===== src/design/sva_pkg.sv =====
// Shared types, constants and codes for the synth voice allocator.
// Used by sva_cell and synth_voice_allocator; depends on nothing.
package sva_pkg;

   localparam int VOICES_DEFAULT = 8;
   localparam logic [7:0] EMPTY_PITCH = 8'hFF;
   localparam logic [14:0] RENORM_LIMIT = 15'd30000;
   localparam logic [3:0] MAX_LEVEL = 4'd8;

   localparam logic OP_NOTE_ON = 1'b0;
   localparam logic OP_NOTE_OFF = 1'b1;

   localparam logic [1:0] GATE_NONE = 2'd0;
   localparam logic [1:0] GATE_TRIGGER = 2'd1;
   localparam logic [1:0] GATE_OFF = 2'd2;

   localparam logic [1:0] PRIO_LOW = 2'd1;
   localparam logic [1:0] PRIO_HIGH = 2'd2;

   localparam logic [2:0] REG_MONO_MODE = 3'd0;
   localparam logic [2:0] REG_MONO_PRIORITY = 3'd1;
   localparam logic [2:0] REG_LEGATO = 3'd2;
   localparam logic [2:0] REG_VOICE_COUNT = 3'd3;

   typedef struct packed {
      logic [7:0] pitch;
      logic [3:0] gate;
      logic [14:0] age;
   } slot_type;

   typedef enum logic [2:0] {
      ST_CLEAR,
      ST_IDLE,
      ST_SCAN,
      ST_STEAL,
      ST_WRITE,
      ST_DONE
   } state_type;

   function automatic logic [14:0] renorm_age(input logic [14:0] a);
      renorm_age = (a >= RENORM_LIMIT) ? 15'(a - RENORM_LIMIT) : 15'd0;
   endfunction

endpackage


===== src/design/synth_voice_allocator.sv =====
// Voice allocator top level: control sequencer, head unit and the ring of slot cells.
// Depends on sva_pkg and sva_cell.
// A note event makes up to three passes around the slot ring (scan, steal, write), then
// waits in the done state until the response register is free; the ring rotates one slot a
// cycle past the single head unit while a pass runs and holds otherwise. Events with pitch 0
// are taken with no result, as are note-offs for an absent pitch after the steal pass.
// After reset and after every write to a configuration register (indices 0 to 3) the table
// is cleared in one pass around the ring, during which no event is taken.
module synth_voice_allocator #(
   parameter int VOICES = sva_pkg::VOICES_DEFAULT
) (
   input logic clock,
   input logic reset,
   input logic req_valid,
   output logic req_stall,
   input logic req_operation,
   input logic [6:0] req_pitch,
   input logic [3:0] req_level,
   output logic rsp_valid,
   input logic rsp_stall,
   output logic [2:0] rsp_voice,
   output logic [1:0] rsp_gate_action,
   output logic signed [4:0] rsp_trigger_level,
   output logic rsp_pitch_update,
   output logic [6:0] rsp_voice_pitch,
   input logic csr_valid,
   output logic csr_ready,
   input logic [2:0] csr_index,
   input logic [3:0] csr_data
);
   localparam int IW = (VOICES > 1) ? $clog2(VOICES) : 1;
   localparam int NW = $clog2(VOICES + 1);

   sva_pkg::state_type state_ff, state_in;
   logic [IW-1:0] cnt_ff, cnt_in;
   logic mode_ff, mode_in, legato_ff, legato_in;
   logic [1:0] prio_ff, prio_in;
   logic [3:0] vcount_ff, vcount_in;
   logic [14:0] counter_ff, counter_in;
   logic [NW-1:0] active_ff, active_in;
   logic mvalid_ff, mvalid_in;
   logic [IW-1:0] mslot_ff, mslot_in;
   logic op_ff, op_in;
   logic [6:0] pitch_ff, pitch_in;
   logic [3:0] lvl_ff, lvl_in;
   logic find_ok_ff, find_ok_in, free_ok_ff, free_ok_in;
   logic [IW-1:0] find_idx_ff, find_idx_in, free_idx_ff, free_idx_in;
   logic [14:0] free_age_ff, free_age_in;
   logic lo_ok_ff, lo_ok_in, hi_ok_ff, hi_ok_in;
   logic [IW-1:0] lo_idx_ff, lo_idx_in, hi_idx_ff, hi_idx_in;
   logic signed [8:0] lo_key_ff, lo_key_in, hi_key_ff, hi_key_in;
   logic steal_ok_ff, steal_ok_in;
   logic [IW-1:0] steal_idx_ff, steal_idx_in;
   logic [14:0] steal_age_ff, steal_age_in;
   logic [IW-1:0] target_ff, target_in;
   logic retrig_ff, retrig_in;
   logic mb_ok_ff, mb_ok_in;
   logic [IW-1:0] mb_idx_ff, mb_idx_in;
   logic [14:0] mb_key_ff, mb_key_in;
   logic [6:0] mb_pitch_ff, mb_pitch_in;
   logic rv_ff, rv_in;
   logic [2:0] rvoice_ff, rvoice_in;
   logic [1:0] ract_ff, ract_in;
   logic signed [4:0] rlvl_ff, rlvl_in;
   logic rupd_ff, rupd_in;
   logic [6:0] rpitch_ff, rpitch_in;

   sva_pkg::slot_type ring_q [VOICES];
   sva_pkg::slot_type ring_d [VOICES];
   sva_pkg::slot_type head_out;
   logic shift;
   logic [NW-1:0] n_cnt;

   genvar g;
   generate
      for (g = 0; g < VOICES; g++) begin : g_cell
         if (g == VOICES - 1) begin : g_last
            assign ring_d[g] = head_out;
         end else begin : g_mid
            assign ring_d[g] = ring_q[g+1];
         end
         sva_cell u_cell (.clock(clock), .shift(shift), .d(ring_d[g]), .q(ring_q[g]));
      end
   endgenerate

   always_comb begin
      if (vcount_ff == 4'd0) n_cnt = NW'(1);
      else if (32'(vcount_ff) > VOICES) n_cnt = NW'(VOICES);
      else n_cnt = NW'(vcount_ff);
   end

   always_ff @(posedge clock) begin
      if (reset) begin
         state_ff <= sva_pkg::ST_CLEAR;
         cnt_ff <= '0;
         mode_ff <= 1'b0;
         prio_ff <= 2'd0;
         legato_ff <= 1'b0;
         vcount_ff <= 4'd8;
         counter_ff <= '0;
         active_ff <= '0;
         mvalid_ff <= 1'b0;
         mslot_ff <= '0;
         rv_ff <= 1'b0;
      end else begin
         state_ff <= state_in;
         cnt_ff <= cnt_in;
         mode_ff <= mode_in;
         prio_ff <= prio_in;
         legato_ff <= legato_in;
         vcount_ff <= vcount_in;
         counter_ff <= counter_in;
         active_ff <= active_in;
         mvalid_ff <= mvalid_in;
         mslot_ff <= mslot_in;
         rv_ff <= rv_in;
      end
   end

   always_ff @(posedge clock) begin
      op_ff <= op_in;
      pitch_ff <= pitch_in;
      lvl_ff <= lvl_in;
      find_ok_ff <= find_ok_in;
      find_idx_ff <= find_idx_in;
      free_ok_ff <= free_ok_in;
      free_idx_ff <= free_idx_in;
      free_age_ff <= free_age_in;
      lo_ok_ff <= lo_ok_in;
      lo_idx_ff <= lo_idx_in;
      lo_key_ff <= lo_key_in;
      hi_ok_ff <= hi_ok_in;
      hi_idx_ff <= hi_idx_in;
      hi_key_ff <= hi_key_in;
      steal_ok_ff <= steal_ok_in;
      steal_idx_ff <= steal_idx_in;
      steal_age_ff <= steal_age_in;
      target_ff <= target_in;
      retrig_ff <= retrig_in;
      mb_ok_ff <= mb_ok_in;
      mb_idx_ff <= mb_idx_in;
      mb_key_ff <= mb_key_in;
      mb_pitch_ff <= mb_pitch_in;
      rvoice_ff <= rvoice_in;
      ract_ff <= ract_in;
      rlvl_ff <= rlvl_in;
      rupd_ff <= rupd_in;
      rpitch_ff <= rpitch_in;
   end

   always_comb begin
      sva_pkg::slot_type rec, eff;
      logic in_use, last, last_cell, renorm, clr_renorm, free, m_ok, changed;
      logic signed [8:0] key;
      logic [14:0] c1, c_clr, a_clr;
      logic [IW-1:0] m_idx;
      logic [6:0] m_pitch;

      rec = ring_q[0];
      in_use = NW'(cnt_ff) < n_cnt;
      last_cell = cnt_ff == IW'(VOICES - 1);
      last = last_cell;
      c1 = 15'(counter_ff + 15'd1);
      renorm = c1 > sva_pkg::RENORM_LIMIT;
      c_clr = 15'(counter_ff + 15'(n_cnt));
      clr_renorm = c_clr > sva_pkg::RENORM_LIMIT;
      a_clr = 15'(counter_ff + 15'(cnt_ff));
      free = !rv_ff || !rsp_stall;
      key = (rec.pitch == sva_pkg::EMPTY_PITCH) ? -9'sd1 : $signed({1'b0, rec.pitch});
      eff = rec;
      m_ok = 1'b0;
      m_idx = '0;
      m_pitch = '0;
      changed = 1'b0;

      state_in = state_ff;
      cnt_in = cnt_ff;
      mode_in = mode_ff;
      prio_in = prio_ff;
      legato_in = legato_ff;
      vcount_in = vcount_ff;
      counter_in = counter_ff;
      active_in = active_ff;
      mvalid_in = mvalid_ff;
      mslot_in = mslot_ff;
      op_in = op_ff;
      pitch_in = pitch_ff;
      lvl_in = lvl_ff;
      find_ok_in = find_ok_ff;
      find_idx_in = find_idx_ff;
      free_ok_in = free_ok_ff;
      free_idx_in = free_idx_ff;
      free_age_in = free_age_ff;
      lo_ok_in = lo_ok_ff;
      lo_idx_in = lo_idx_ff;
      lo_key_in = lo_key_ff;
      hi_ok_in = hi_ok_ff;
      hi_idx_in = hi_idx_ff;
      hi_key_in = hi_key_ff;
      steal_ok_in = steal_ok_ff;
      steal_idx_in = steal_idx_ff;
      steal_age_in = steal_age_ff;
      target_in = target_ff;
      retrig_in = retrig_ff;
      mb_ok_in = mb_ok_ff;
      mb_idx_in = mb_idx_ff;
      mb_key_in = mb_key_ff;
      mb_pitch_in = mb_pitch_ff;
      rv_in = rv_ff && rsp_stall;
      rvoice_in = rvoice_ff;
      ract_in = ract_ff;
      rlvl_in = rlvl_ff;
      rupd_in = rupd_ff;
      rpitch_in = rpitch_ff;
      head_out = rec;
      shift = 1'b0;
      req_stall = 1'b1;
      csr_ready = 1'b0;

      unique case (state_ff)
         sva_pkg::ST_CLEAR: begin
            shift = 1'b1;
            head_out.pitch = sva_pkg::EMPTY_PITCH;
            head_out.gate = 4'd0;
            if (in_use) begin
               head_out.age = clr_renorm ? sva_pkg::renorm_age(a_clr) : a_clr;
            end
            cnt_in = IW'(cnt_ff + 1'b1);
            if (last) begin
               cnt_in = '0;
               counter_in = clr_renorm ? 15'd0 : c_clr;
               active_in = '0;
               state_in = sva_pkg::ST_IDLE;
            end
         end
         sva_pkg::ST_IDLE: begin
            csr_ready = 1'b1;
            req_stall = csr_valid;
            cnt_in = '0;
            if (csr_valid) begin
               priority case (csr_index)
                  sva_pkg::REG_MONO_MODE: mode_in = csr_data[0];
                  sva_pkg::REG_MONO_PRIORITY: prio_in = csr_data[1:0];
                  sva_pkg::REG_LEGATO: legato_in = csr_data[0];
                  sva_pkg::REG_VOICE_COUNT: vcount_in = csr_data;
                  default: ;
               endcase
               if (csr_index <= sva_pkg::REG_VOICE_COUNT) state_in = sva_pkg::ST_CLEAR;
            end else if (req_valid && req_pitch != 7'd0) begin
               op_in = req_operation;
               pitch_in = req_pitch;
               lvl_in = (req_level > sva_pkg::MAX_LEVEL) ? sva_pkg::MAX_LEVEL : req_level;
               find_ok_in = 1'b0;
               free_ok_in = 1'b0;
               lo_ok_in = 1'b0;
               hi_ok_in = 1'b0;
               steal_ok_in = 1'b0;
               mb_ok_in = 1'b0;
               state_in = sva_pkg::ST_SCAN;
            end
         end
         sva_pkg::ST_SCAN: begin
            shift = 1'b1;
            if (in_use) begin
               if (rec.pitch == {1'b0, pitch_ff}) begin
                  find_ok_in = 1'b1;
                  find_idx_in = cnt_ff;
               end
               if (rec.gate == 4'd0 && (!free_ok_ff || rec.age < free_age_ff)) begin
                  free_ok_in = 1'b1;
                  free_idx_in = cnt_ff;
                  free_age_in = rec.age;
               end
               if (!lo_ok_ff || key < lo_key_ff) begin
                  lo_ok_in = 1'b1;
                  lo_idx_in = cnt_ff;
                  lo_key_in = key;
               end else if (!hi_ok_ff || key > hi_key_ff) begin
                  hi_ok_in = 1'b1;
                  hi_idx_in = cnt_ff;
                  hi_key_in = key;
               end
            end
            cnt_in = IW'(cnt_ff + 1'b1);
            if (last) begin
               cnt_in = '0;
               state_in = sva_pkg::ST_STEAL;
            end
         end
         sva_pkg::ST_STEAL: begin
            shift = 1'b1;
            if (in_use && !(lo_ok_ff && cnt_ff == lo_idx_ff)
                  && !(hi_ok_ff && cnt_ff == hi_idx_ff)
                  && (!steal_ok_ff || rec.age < steal_age_ff)) begin
               steal_ok_in = 1'b1;
               steal_idx_in = cnt_ff;
               steal_age_in = rec.age;
            end
            cnt_in = IW'(cnt_ff + 1'b1);
            if (last) begin
               cnt_in = '0;
               retrig_in = find_ok_ff;
               target_in = find_idx_ff;
               state_in = sva_pkg::ST_IDLE;
               if (find_ok_ff) begin
                  state_in = sva_pkg::ST_WRITE;
               end else if (op_ff == sva_pkg::OP_NOTE_ON) begin
                  if (active_ff != n_cnt) begin
                     target_in = free_idx_ff;
                     if (free_ok_ff) state_in = sva_pkg::ST_WRITE;
                  end else if (steal_ok_in) begin
                     target_in = steal_idx_in;
                     state_in = sva_pkg::ST_WRITE;
                     if (active_ff != '0) active_in = NW'(active_ff - 1'b1);
                  end
               end
            end
         end
         sva_pkg::ST_WRITE: begin
            shift = 1'b1;
            if (cnt_ff == target_ff) begin
               if (op_ff == sva_pkg::OP_NOTE_ON) begin
                  eff.pitch = {1'b0, pitch_ff};
                  eff.gate = lvl_ff;
               end else begin
                  eff.gate = 4'd0;
               end
               eff.age = c1;
            end
            if (in_use && eff.gate != 4'd0) begin
               priority case (prio_ff)
                  sva_pkg::PRIO_LOW: begin
                     if (!mb_ok_ff || 15'(eff.pitch) < mb_key_ff) begin
                        mb_ok_in = 1'b1;
                        mb_idx_in = cnt_ff;
                        mb_key_in = 15'(eff.pitch);
                        mb_pitch_in = eff.pitch[6:0];
                     end
                  end
                  sva_pkg::PRIO_HIGH: begin
                     if (!mb_ok_ff || 15'(eff.pitch) > mb_key_ff) begin
                        mb_ok_in = 1'b1;
                        mb_idx_in = cnt_ff;
                        mb_key_in = 15'(eff.pitch);
                        mb_pitch_in = eff.pitch[6:0];
                     end
                  end
                  default: begin
                     if (!mb_ok_ff || eff.age > mb_key_ff) begin
                        mb_ok_in = 1'b1;
                        mb_idx_in = cnt_ff;
                        mb_key_in = eff.age;
                        mb_pitch_in = eff.pitch[6:0];
                     end
                  end
               endcase
            end
            head_out = eff;
            if (in_use && renorm) head_out.age = sva_pkg::renorm_age(eff.age);
            cnt_in = IW'(cnt_ff + 1'b1);
            if (last) begin
               cnt_in = '0;
               counter_in = renorm ? 15'd0 : c1;
               state_in = sva_pkg::ST_DONE;
            end
         end
         sva_pkg::ST_DONE: begin
            if (free) begin
               rv_in = 1'b1;
               rvoice_in = 3'd0;
               ract_in = sva_pkg::GATE_NONE;
               rlvl_in = 5'sd0;
               rupd_in = 1'b0;
               rpitch_in = 7'd0;
               state_in = sva_pkg::ST_IDLE;
               if (op_ff == sva_pkg::OP_NOTE_ON) begin
                  if (!mode_ff) begin
                     rvoice_in = 3'(target_ff);
                     ract_in = sva_pkg::GATE_TRIGGER;
                     rlvl_in = $signed({1'b0, lvl_ff});
                     rupd_in = !retrig_ff;
                     rpitch_in = retrig_ff ? 7'd0 : pitch_ff;
                  end else begin
                     if (prio_ff == sva_pkg::PRIO_LOW || prio_ff == sva_pkg::PRIO_HIGH) begin
                        m_ok = mb_ok_ff;
                        m_idx = mb_idx_ff;
                        m_pitch = mb_pitch_ff;
                     end else begin
                        m_ok = 1'b1;
                        m_idx = target_ff;
                        m_pitch = pitch_ff;
                     end
                     changed = (m_ok != mvalid_ff) || (m_ok && m_idx != mslot_ff);
                     mvalid_in = m_ok;
                     mslot_in = m_ok ? m_idx : '0;
                     if (changed || active_ff == '0) begin
                        ract_in = sva_pkg::GATE_TRIGGER;
                        rlvl_in = (legato_ff && active_ff != '0)
                              ? -$signed({1'b0, lvl_ff}) : $signed({1'b0, lvl_ff});
                        rupd_in = changed && m_ok;
                        rpitch_in = (changed && m_ok) ? m_pitch : 7'd0;
                     end
                  end
                  if (active_ff < n_cnt) active_in = NW'(active_ff + 1'b1);
               end else begin
                  if (!mode_ff) begin
                     rvoice_in = 3'(target_ff);
                     ract_in = sva_pkg::GATE_OFF;
                  end else if (active_ff == NW'(1)) begin
                     ract_in = sva_pkg::GATE_OFF;
                  end else if (mvalid_ff && target_ff == mslot_ff) begin
                     mvalid_in = mb_ok_ff;
                     mslot_in = mb_ok_ff ? mb_idx_ff : '0;
                     if (mb_ok_ff) begin
                        ract_in = sva_pkg::GATE_TRIGGER;
                        rlvl_in = $signed({1'b0, lvl_ff});
                        rupd_in = 1'b1;
                        rpitch_in = mb_pitch_ff;
                     end else begin
                        ract_in = sva_pkg::GATE_OFF;
                     end
                  end
                  if (active_ff != '0) active_in = NW'(active_ff - 1'b1);
               end
            end
         end
         default: state_in = sva_pkg::ST_IDLE;
      endcase
   end

   assign rsp_valid = rv_ff;
   assign rsp_voice = rvoice_ff;
   assign rsp_gate_action = ract_ff;
   assign rsp_trigger_level = rlvl_ff;
   assign rsp_pitch_update = rupd_ff;
   assign rsp_voice_pitch = rpitch_ff;

   a_active_bound: assert property (@(posedge clock) disable iff (reset)
      state_ff != sva_pkg::ST_CLEAR |-> active_ff <= n_cnt)
      else $error("active count exceeds slots in use");
   a_counter_bound: assert property (@(posedge clock) disable iff (reset)
      state_ff == sva_pkg::ST_IDLE |-> counter_ff <= sva_pkg::RENORM_LIMIT)
      else $error("age counter above renormalization limit while idle");
   a_target_in_use: assert property (@(posedge clock) disable iff (reset)
      state_ff == sva_pkg::ST_WRITE |-> NW'(target_ff) < n_cnt)
      else $error("write pass targets a slot that is not in use");
endmodule


===== src/design/sva_cell.sv =====
// One voice slot record of the rotating slot ring.
// Depends on sva_pkg for the slot record type.
module sva_cell (
   input logic clock,
   input logic shift,
   input sva_pkg::slot_type d,
   output sva_pkg::slot_type q
);
   sva_pkg::slot_type rec_ff;
   sva_pkg::slot_type rec_in;

   always_comb begin
      rec_in = shift ? d : rec_ff;
   end

   always_ff @(posedge clock) begin
      rec_ff <= rec_in;
   end

   assign q = rec_ff;
endmodule

===== config.mk =====
export PLATFORM = sky130hd
export DESIGN_NAME = synth_voice_allocator
export DESIGN_NICKNAME = d
export VERILOG_FILES = /design/src/design/sva_pkg.sv /design/src/design/synth_voice_allocator.sv /design/src/design/sva_cell.sv
export SDC_FILE = /design/constraint.sdc
export NUM_CORES = 1
export LEC_CHECK = 0
export BUFFER_PORTS_ARGS = -buffer_cell sky130_fd_sc_hd__buf_2
export CAP_MARGIN = 20
export CELL_PAD_IN_SITES_DETAIL_PLACEMENT = 1
export CELL_PAD_IN_SITES_GLOBAL_PLACEMENT = 2
export CORE_ASPECT_RATIO = 1.75
export CORE_UTILIZATION = 40
export DETAILED_ROUTE_END_ITERATION = 10
export MAX_ROUTING_LAYER = met4
export PLACE_DENSITY_LB_ADDON = 0.1
export SYNTH_ARGS = -nofsm -noshare
export SYNTH_HDL_FRONTEND = slang
export SYNTH_SLANG_ARGS = --single-unit

===== constraint.sdc =====
create_clock -name clock -period 23 [get_ports clock]
set_input_delay 5.75 -clock clock [delete_from_list [all_inputs] [get_ports clock]]
set_output_delay 5.75 -clock clock [all_outputs]
set_load 0.01 [all_outputs]

# ---- Word-level counts from Yosys, hierarchy flattened
# Index checks and enable logic that the tools add are counted.
dict set report classes {
  addsub 9
  order_cmp 16
  n_eq_ne 49
  n_mux 145
  bitwise 2
  n_reduce_logical 74
}
# operator count
set ops {}
lappend ops {{15-bit 2-to-1 mux} 12}
lappend ops {{3-bit 2-to-1 mux} 34}
lappend ops {{7-bit 2-to-1 mux} 13}
lappend ops {{4-bit 2-to-1 mux} 17}
lappend ops {{15-bit one-hot mux with 2 select lines} 2}
lappend ops {{27-bit 2-to-1 mux} 2}
lappend ops {{27-bit one-hot mux with 2 select lines} 1}
lappend ops {{2-bit inequality test, second input constant} 21}
lappend ops {{1-bit 2-to-1 mux} 41}
lappend ops {{15-bit >= comparator, second input constant} 2}
lappend ops {{15-bit > comparator, second input constant} 2}
lappend ops {{15-bit less-than comparator} 2}
lappend ops {{3-bit AND reduction} 10}
lappend ops {{15-bit subtractor, second input constant} 2}
lappend ops {{5-bit AND reduction} 5}
lappend ops {{5-bit 2-to-1 mux} 4}
lappend ops {{3-bit one-hot mux with 6 select lines} 1}
lappend ops {{15-bit by 1-bit adder with 15-bit output, second input constant} 1}
lappend ops {{15-bit by 3-bit adder with 15-bit output} 1}
lappend ops {{15-bit by 4-bit adder with 15-bit output} 1}
lappend ops {{15-bit > comparator} 1}
lappend ops {{8-bit by 15-bit > comparator with 1-bit output} 1}
lappend ops {{8-bit by 15-bit less-than comparator with 1-bit output} 1}
lappend ops {{3-bit inequality test, second input constant} 5}
lappend ops {{other kinds (47)} 113}
dict set report totals {
  ff_bits 382
  in_bits 24
  output_inout_bits 21
  elab_cells 358
}

# ---- Depth between registers and ports, before layout
dict set report depth {
  word_depth 15
  mapped_depth 17
}

# ---- Cells and area by module
# Synthesis repeated with hierarchy kept, for this count alone.
dict set report unflattened {
  cells_unflattened 1502
  area_unflattened_um2 18178.7
}
# module n_inst cells_each area_per_inst_um2
set by_module_without_submodules {}
lappend by_module_without_submodules {synth_voice_allocator 1 1286 11692.5}
lappend by_module_without_submodules {sva_cell 8 27 810.8}

# ---- Worst setup path after synthesis
# No wires, ideal clock.
dict set report synth_timing {
  kind {flip-flop to flip-flop}
  from {register state_ff[1]}
  to {register g_cell[0].u_cell.rec_ff (netlist bit g_cell[0].u_cell.q[0]) (enable)}
  setup_time_ns 1.098
  arrival_ns 15.877
  required_ns 21.902
  path_slack_ns 6.025
  path_stages_with_launch 4
  n_path_buf 1
  path_cell_list {dfxtp_1 -> clkbuf_1 -> inv_1 -> o21ai_0}
}
dict set report synth_via {
  elab_chain_len 3
  word_cells_on_any_way 6
}
# item line_no
set synth_lines {}
lappend synth_lines {{from (decl)} synth_voice_allocator.sv:34} ;# sva_pkg::state_type state_ff, state_in;
lappend synth_lines {{from (signal assigned)} synth_voice_allocator.sv:94} ;# state_ff <= sva_pkg::ST_CLEAR;
lappend synth_lines {{from (signal assigned)} synth_voice_allocator.sv:106} ;# state_ff <= state_in;
lappend synth_lines {{3-bit equality test (tied with other cells)} synth_voice_allocator.sv:220} ;# unique case (state_ff)
lappend synth_lines {{4-bit OR reduction (no line) (*)} --}
lappend synth_lines {{1-bit 2-to-1 mux (*)} synth_voice_allocator.sv:220}
lappend synth_lines {{via g_cell[0].u_cell.shift} sva_cell.sv:5} ;# input logic shift,
lappend synth_lines {{to (signal assigned)} sva_cell.sv:17} ;# rec_ff <= rec_in;
lappend synth_lines {{to (decl)} sva_cell.sv:9} ;# sva_pkg::slot_type rec_ff;
# Mark *: on every way through the listed nets, which the timed path passes. The rest lies on a longest branch.
# A chain may end at the register's enable or synchronous reset.

# ---- Final worst setup path
dict set report layout_timing {
  from {input csr_valid}
  to {output req_stall}
}
dict set report layout_via {
  elab_chain_len 1
}
# item line_no
set layout_lines {}
lappend layout_lines {{from (decl)} synth_voice_allocator.sv:26} ;# input logic csr_valid,
lappend layout_lines {{1-bit 2-to-1 mux} synth_voice_allocator.sv:220}
lappend layout_lines {{to (decl)} synth_voice_allocator.sv:15} ;# output logic req_stall,
# Every way passes these cells.

==> run metrics <==
Die X about 160 µm; H-tree depth 2; Port-buffer cells 44; Netlist cell types between 80 and 90; R2R cell count 14; leakage power 7.53 nW; final hold slack between 0.4 and 0.5 ns; Post-DP HPWL between 30,000 and 40,000 µm; maximum clock frequency between 80 and 90 MHz; Iter 0 DRT Violations 557; FP Rows approximately 100; Max-slew headroom 29.0%; largest net degree at the start of global routing 83; die area around 0.047 mm²; MaxCap Viol Count 0; critical path type in -> out; Core Box Area approximately 0.045 mm²; ANT cells 0; min Tclk post-route ~12 ns; post-synthesis mux area share under 10%; Yosys warnings 0; CTS tree built; Synth Area in Simple Gates between 10% and 20%; Setup TNS Final 0 ns; vias in the first global route 13.0k; worst vdd ir around 87 µV; worst min path class reg -> reg; routed wire length roughly 51,000 µm; Synth top cells by count edfxtp_1 (344), nor2_1 (116), inv_1 (102); CTS Hold Bufs 0; total CTS buffers 38; Resize count post-CTS 0; area of the mapped netlist approximately 0.018 mm²; crit path launch csr_valid; Worst Path Max Fanout 4; GRT Util Overall between 20% and 30%; CP Capture Type output pin; RR Startpoint vcount_ff[1]; Filler Cell Count around 4.7k; RSZ-0062 raised after global routing no; Die H about 290 µm; Synth Area in Compound Gates 13.5%; CP peak stage delay around 0.40 ns; Post-Syn Instances 1,501; Crit path required time roughly 17 ns; root cell of the clock tree clkbuf_16; Area contributors post-synth edfxtp_1 (56%), ha_1 (6.3%), dfxtp_1 (4.1%), nor2_1 (2.4%), a21oi_1 (2.1%); final net count around 1.7k; XOR/XNOR Fraction of Synth Area under 10%; status finished, final reports clean; final hold violation count 0; Adder-Cell Fraction of Synth Area between 6 and 7%; # DRC 0; main combinational cell family by area after synthesis compound AO/OA/AOI/OAI gates; crit share post-route 53.0%; most used cell, CP buf_2; Post-synth EDFFs between 300 and 400; WP data arrival between 6 and 7 ns; Critical Path Start Type input pin; post-route ant nets 0; clock sink total between 300 and 400; clock skew between 0.015 and 0.02 ns; initial antenna violation count 0; Async SR Flop Fraction 0%; via count 12.1k; Most used DFF post-synth edfxtp_1; area share of the largest cell type after synthesis roughly 56%; wire per inst around 24 µm; Starting Density just over 40%; setup violators final 0; Avg Inst Size Synth roughly 12 µm²; flops & latches, synth about 380; Clock Tree Buf Depth 3; vias per cell ~5.6; worst path cell trace buf_2, or3_1, buf_2; Pre-Repair DR Iteration Count 4; area leader, netlist edfxtp_1; Crit-path slowest cell or3_1; Syn-to-layout area delta 11.5%; syn nets around 1.6k; pwr dens 115 mW/mm²; Final Max Tran Viols 0; aggregate global routing overflow 0; clock transition at the registers of the reported paths around 0.07 ns; sequential fraction of the synthesis area between 60 and 70%; Post-CTS Setup Bufs 0; hold path startpoint g_cell[2].u_cell.q[7]; Top Ports 45; routability congestion estimate 0.845; hold depth 0; clk_lat worst skew ~0.54 ns; Worst Tran Pin Value about 1.1 ns; count leader, synth edfxtp_1; share of layout cells above drive strength 1 10.9%; wire length of the first global-routing pass between 70,000 and 80,000 µm
==> layout by cell type (no fill, tap or decap), types with 16 or more instances in the layout <==
| master | instances |
|---|---|
| ha_1 | 92 |
| nand2_1 | 92 |
| buf_2 | 44 |
| edfxtp_1 | 344 |
| a211oi_1 | 16 |
| nor2_1 | 115 |
| o21ai_0 | 70 |
| a21o_1 | 27 |
| inv_1 | 102 |
| clkbuf_16 | 39 |
| nand3_1 | 21 |
| nand2b_1 | 19 |
| mux2i_1 | 21 |
| dfxtp_1 | 38 |
| xnor2_1 | 39 |
| nor3_1 | 29 |
| o211ai_1 | 17 |
| nor2b_1 | 20 |
| nand4_1 | 28 |
| a21oi_1 | 76 |
| xor2_1 | 20 |
| buf_4 | 21 |
==> logic make-up after synthesis <==
kind of cell             after synthesis
adder cells (fa/ha/maj)               94
multiplexers                          28
flip-flops                           382
AO/OA/AOI/OAI                        355
AND/OR/NAND/NOR                      412
XOR/XNOR                              62
buffers and inverters                168
==> flip-flops by register name, indices dropped and copies added (netlist names), 4 cells and up <==
| register | flops |
|---|---|
| g_cell.u_cell.q | 216 |
| counter_ff | 15 |
| free_age_ff | 15 |
| mb_key_ff | 15 |
| steal_age_ff | 15 |
| hi_key_ff | 9 |
| lo_key_ff | 9 |
| mb_pitch_ff | 7 |
| pitch_ff | 7 |
| rsp_voice_pitch | 7 |
| rsp_trigger_level | 5 |
| active_ff | 4 |
| lvl_ff | 4 |
| vcount_ff | 4 |
==> worst paths after layout <==
| path | to | slack [ns] |
|---|---|---|
| max | req_stall | 10.81 |
| min | g_cell[1].u_cell.q[7] | 0.42 |
| max reg2reg | g_cell[7].u_cell.q[4] | 17.86 |
| min reg2reg | g_cell[1].u_cell.q[7] | 0.42 |
==> per-layer routing <==
layer  GRT usage (%)  wire [µm]  vias to the layer above
met5               -          0                        -
met4            8.87       1970                        0
met3            2.19       1140                       95
met2            43.1      28200                      168
met1            24.2      19300                     6112
li1                -          -                     5720
==> stage by stage <==
step | util (%) | cells | power (mW) | cell area [µm²] | setup slack (ns)
3_5_place_dp | 42.5 | 2078 | 1.74 | 19200 | 10.82
5_1_grt | 45.3 | 2149 | 2.49 | 20500 | 10.80
3_3_place_gp | 42.5 | 2078 | 1.71 | 19200 | 10.83
4_1_cts | 45.3 | 2148 | 2.40 | 20500 | 10.81
2_1_floorplan | - | 1501 | 1.63 | 18400 | 6.02
6_report | 45.3 | 2149 | 2.36 | 20500 | 10.81
==> worst max-delay path: cells and delay by family <==
kind	cells	cell delay, ns
simple gates	1	0.40
buf+inv	2	0.29
==> power breakdown <==
group	switching [mW]	total [mW]	internal [mW]	leakage, nW
sequential	0.125	1.19	1.06	3.61
clock	0.271	0.647	0.376	0.628
combinational	0.353	0.528	0.175	3.29
total	0.748	2.36	1.62	7.53
==> layout make-up <==
class	count	area (µm²)	area share [%]
sequential	382	11100	54.1
multi-input combinational	951	6630	32.3
clock buffer	52	1070	5.24
tap	577	722	3.52
inverter	103	387	1.89
timing repair buffer	66	385	1.88
clock inverter	18	216	1.06
Note: power is estimated with default switching activity, not from simulation.
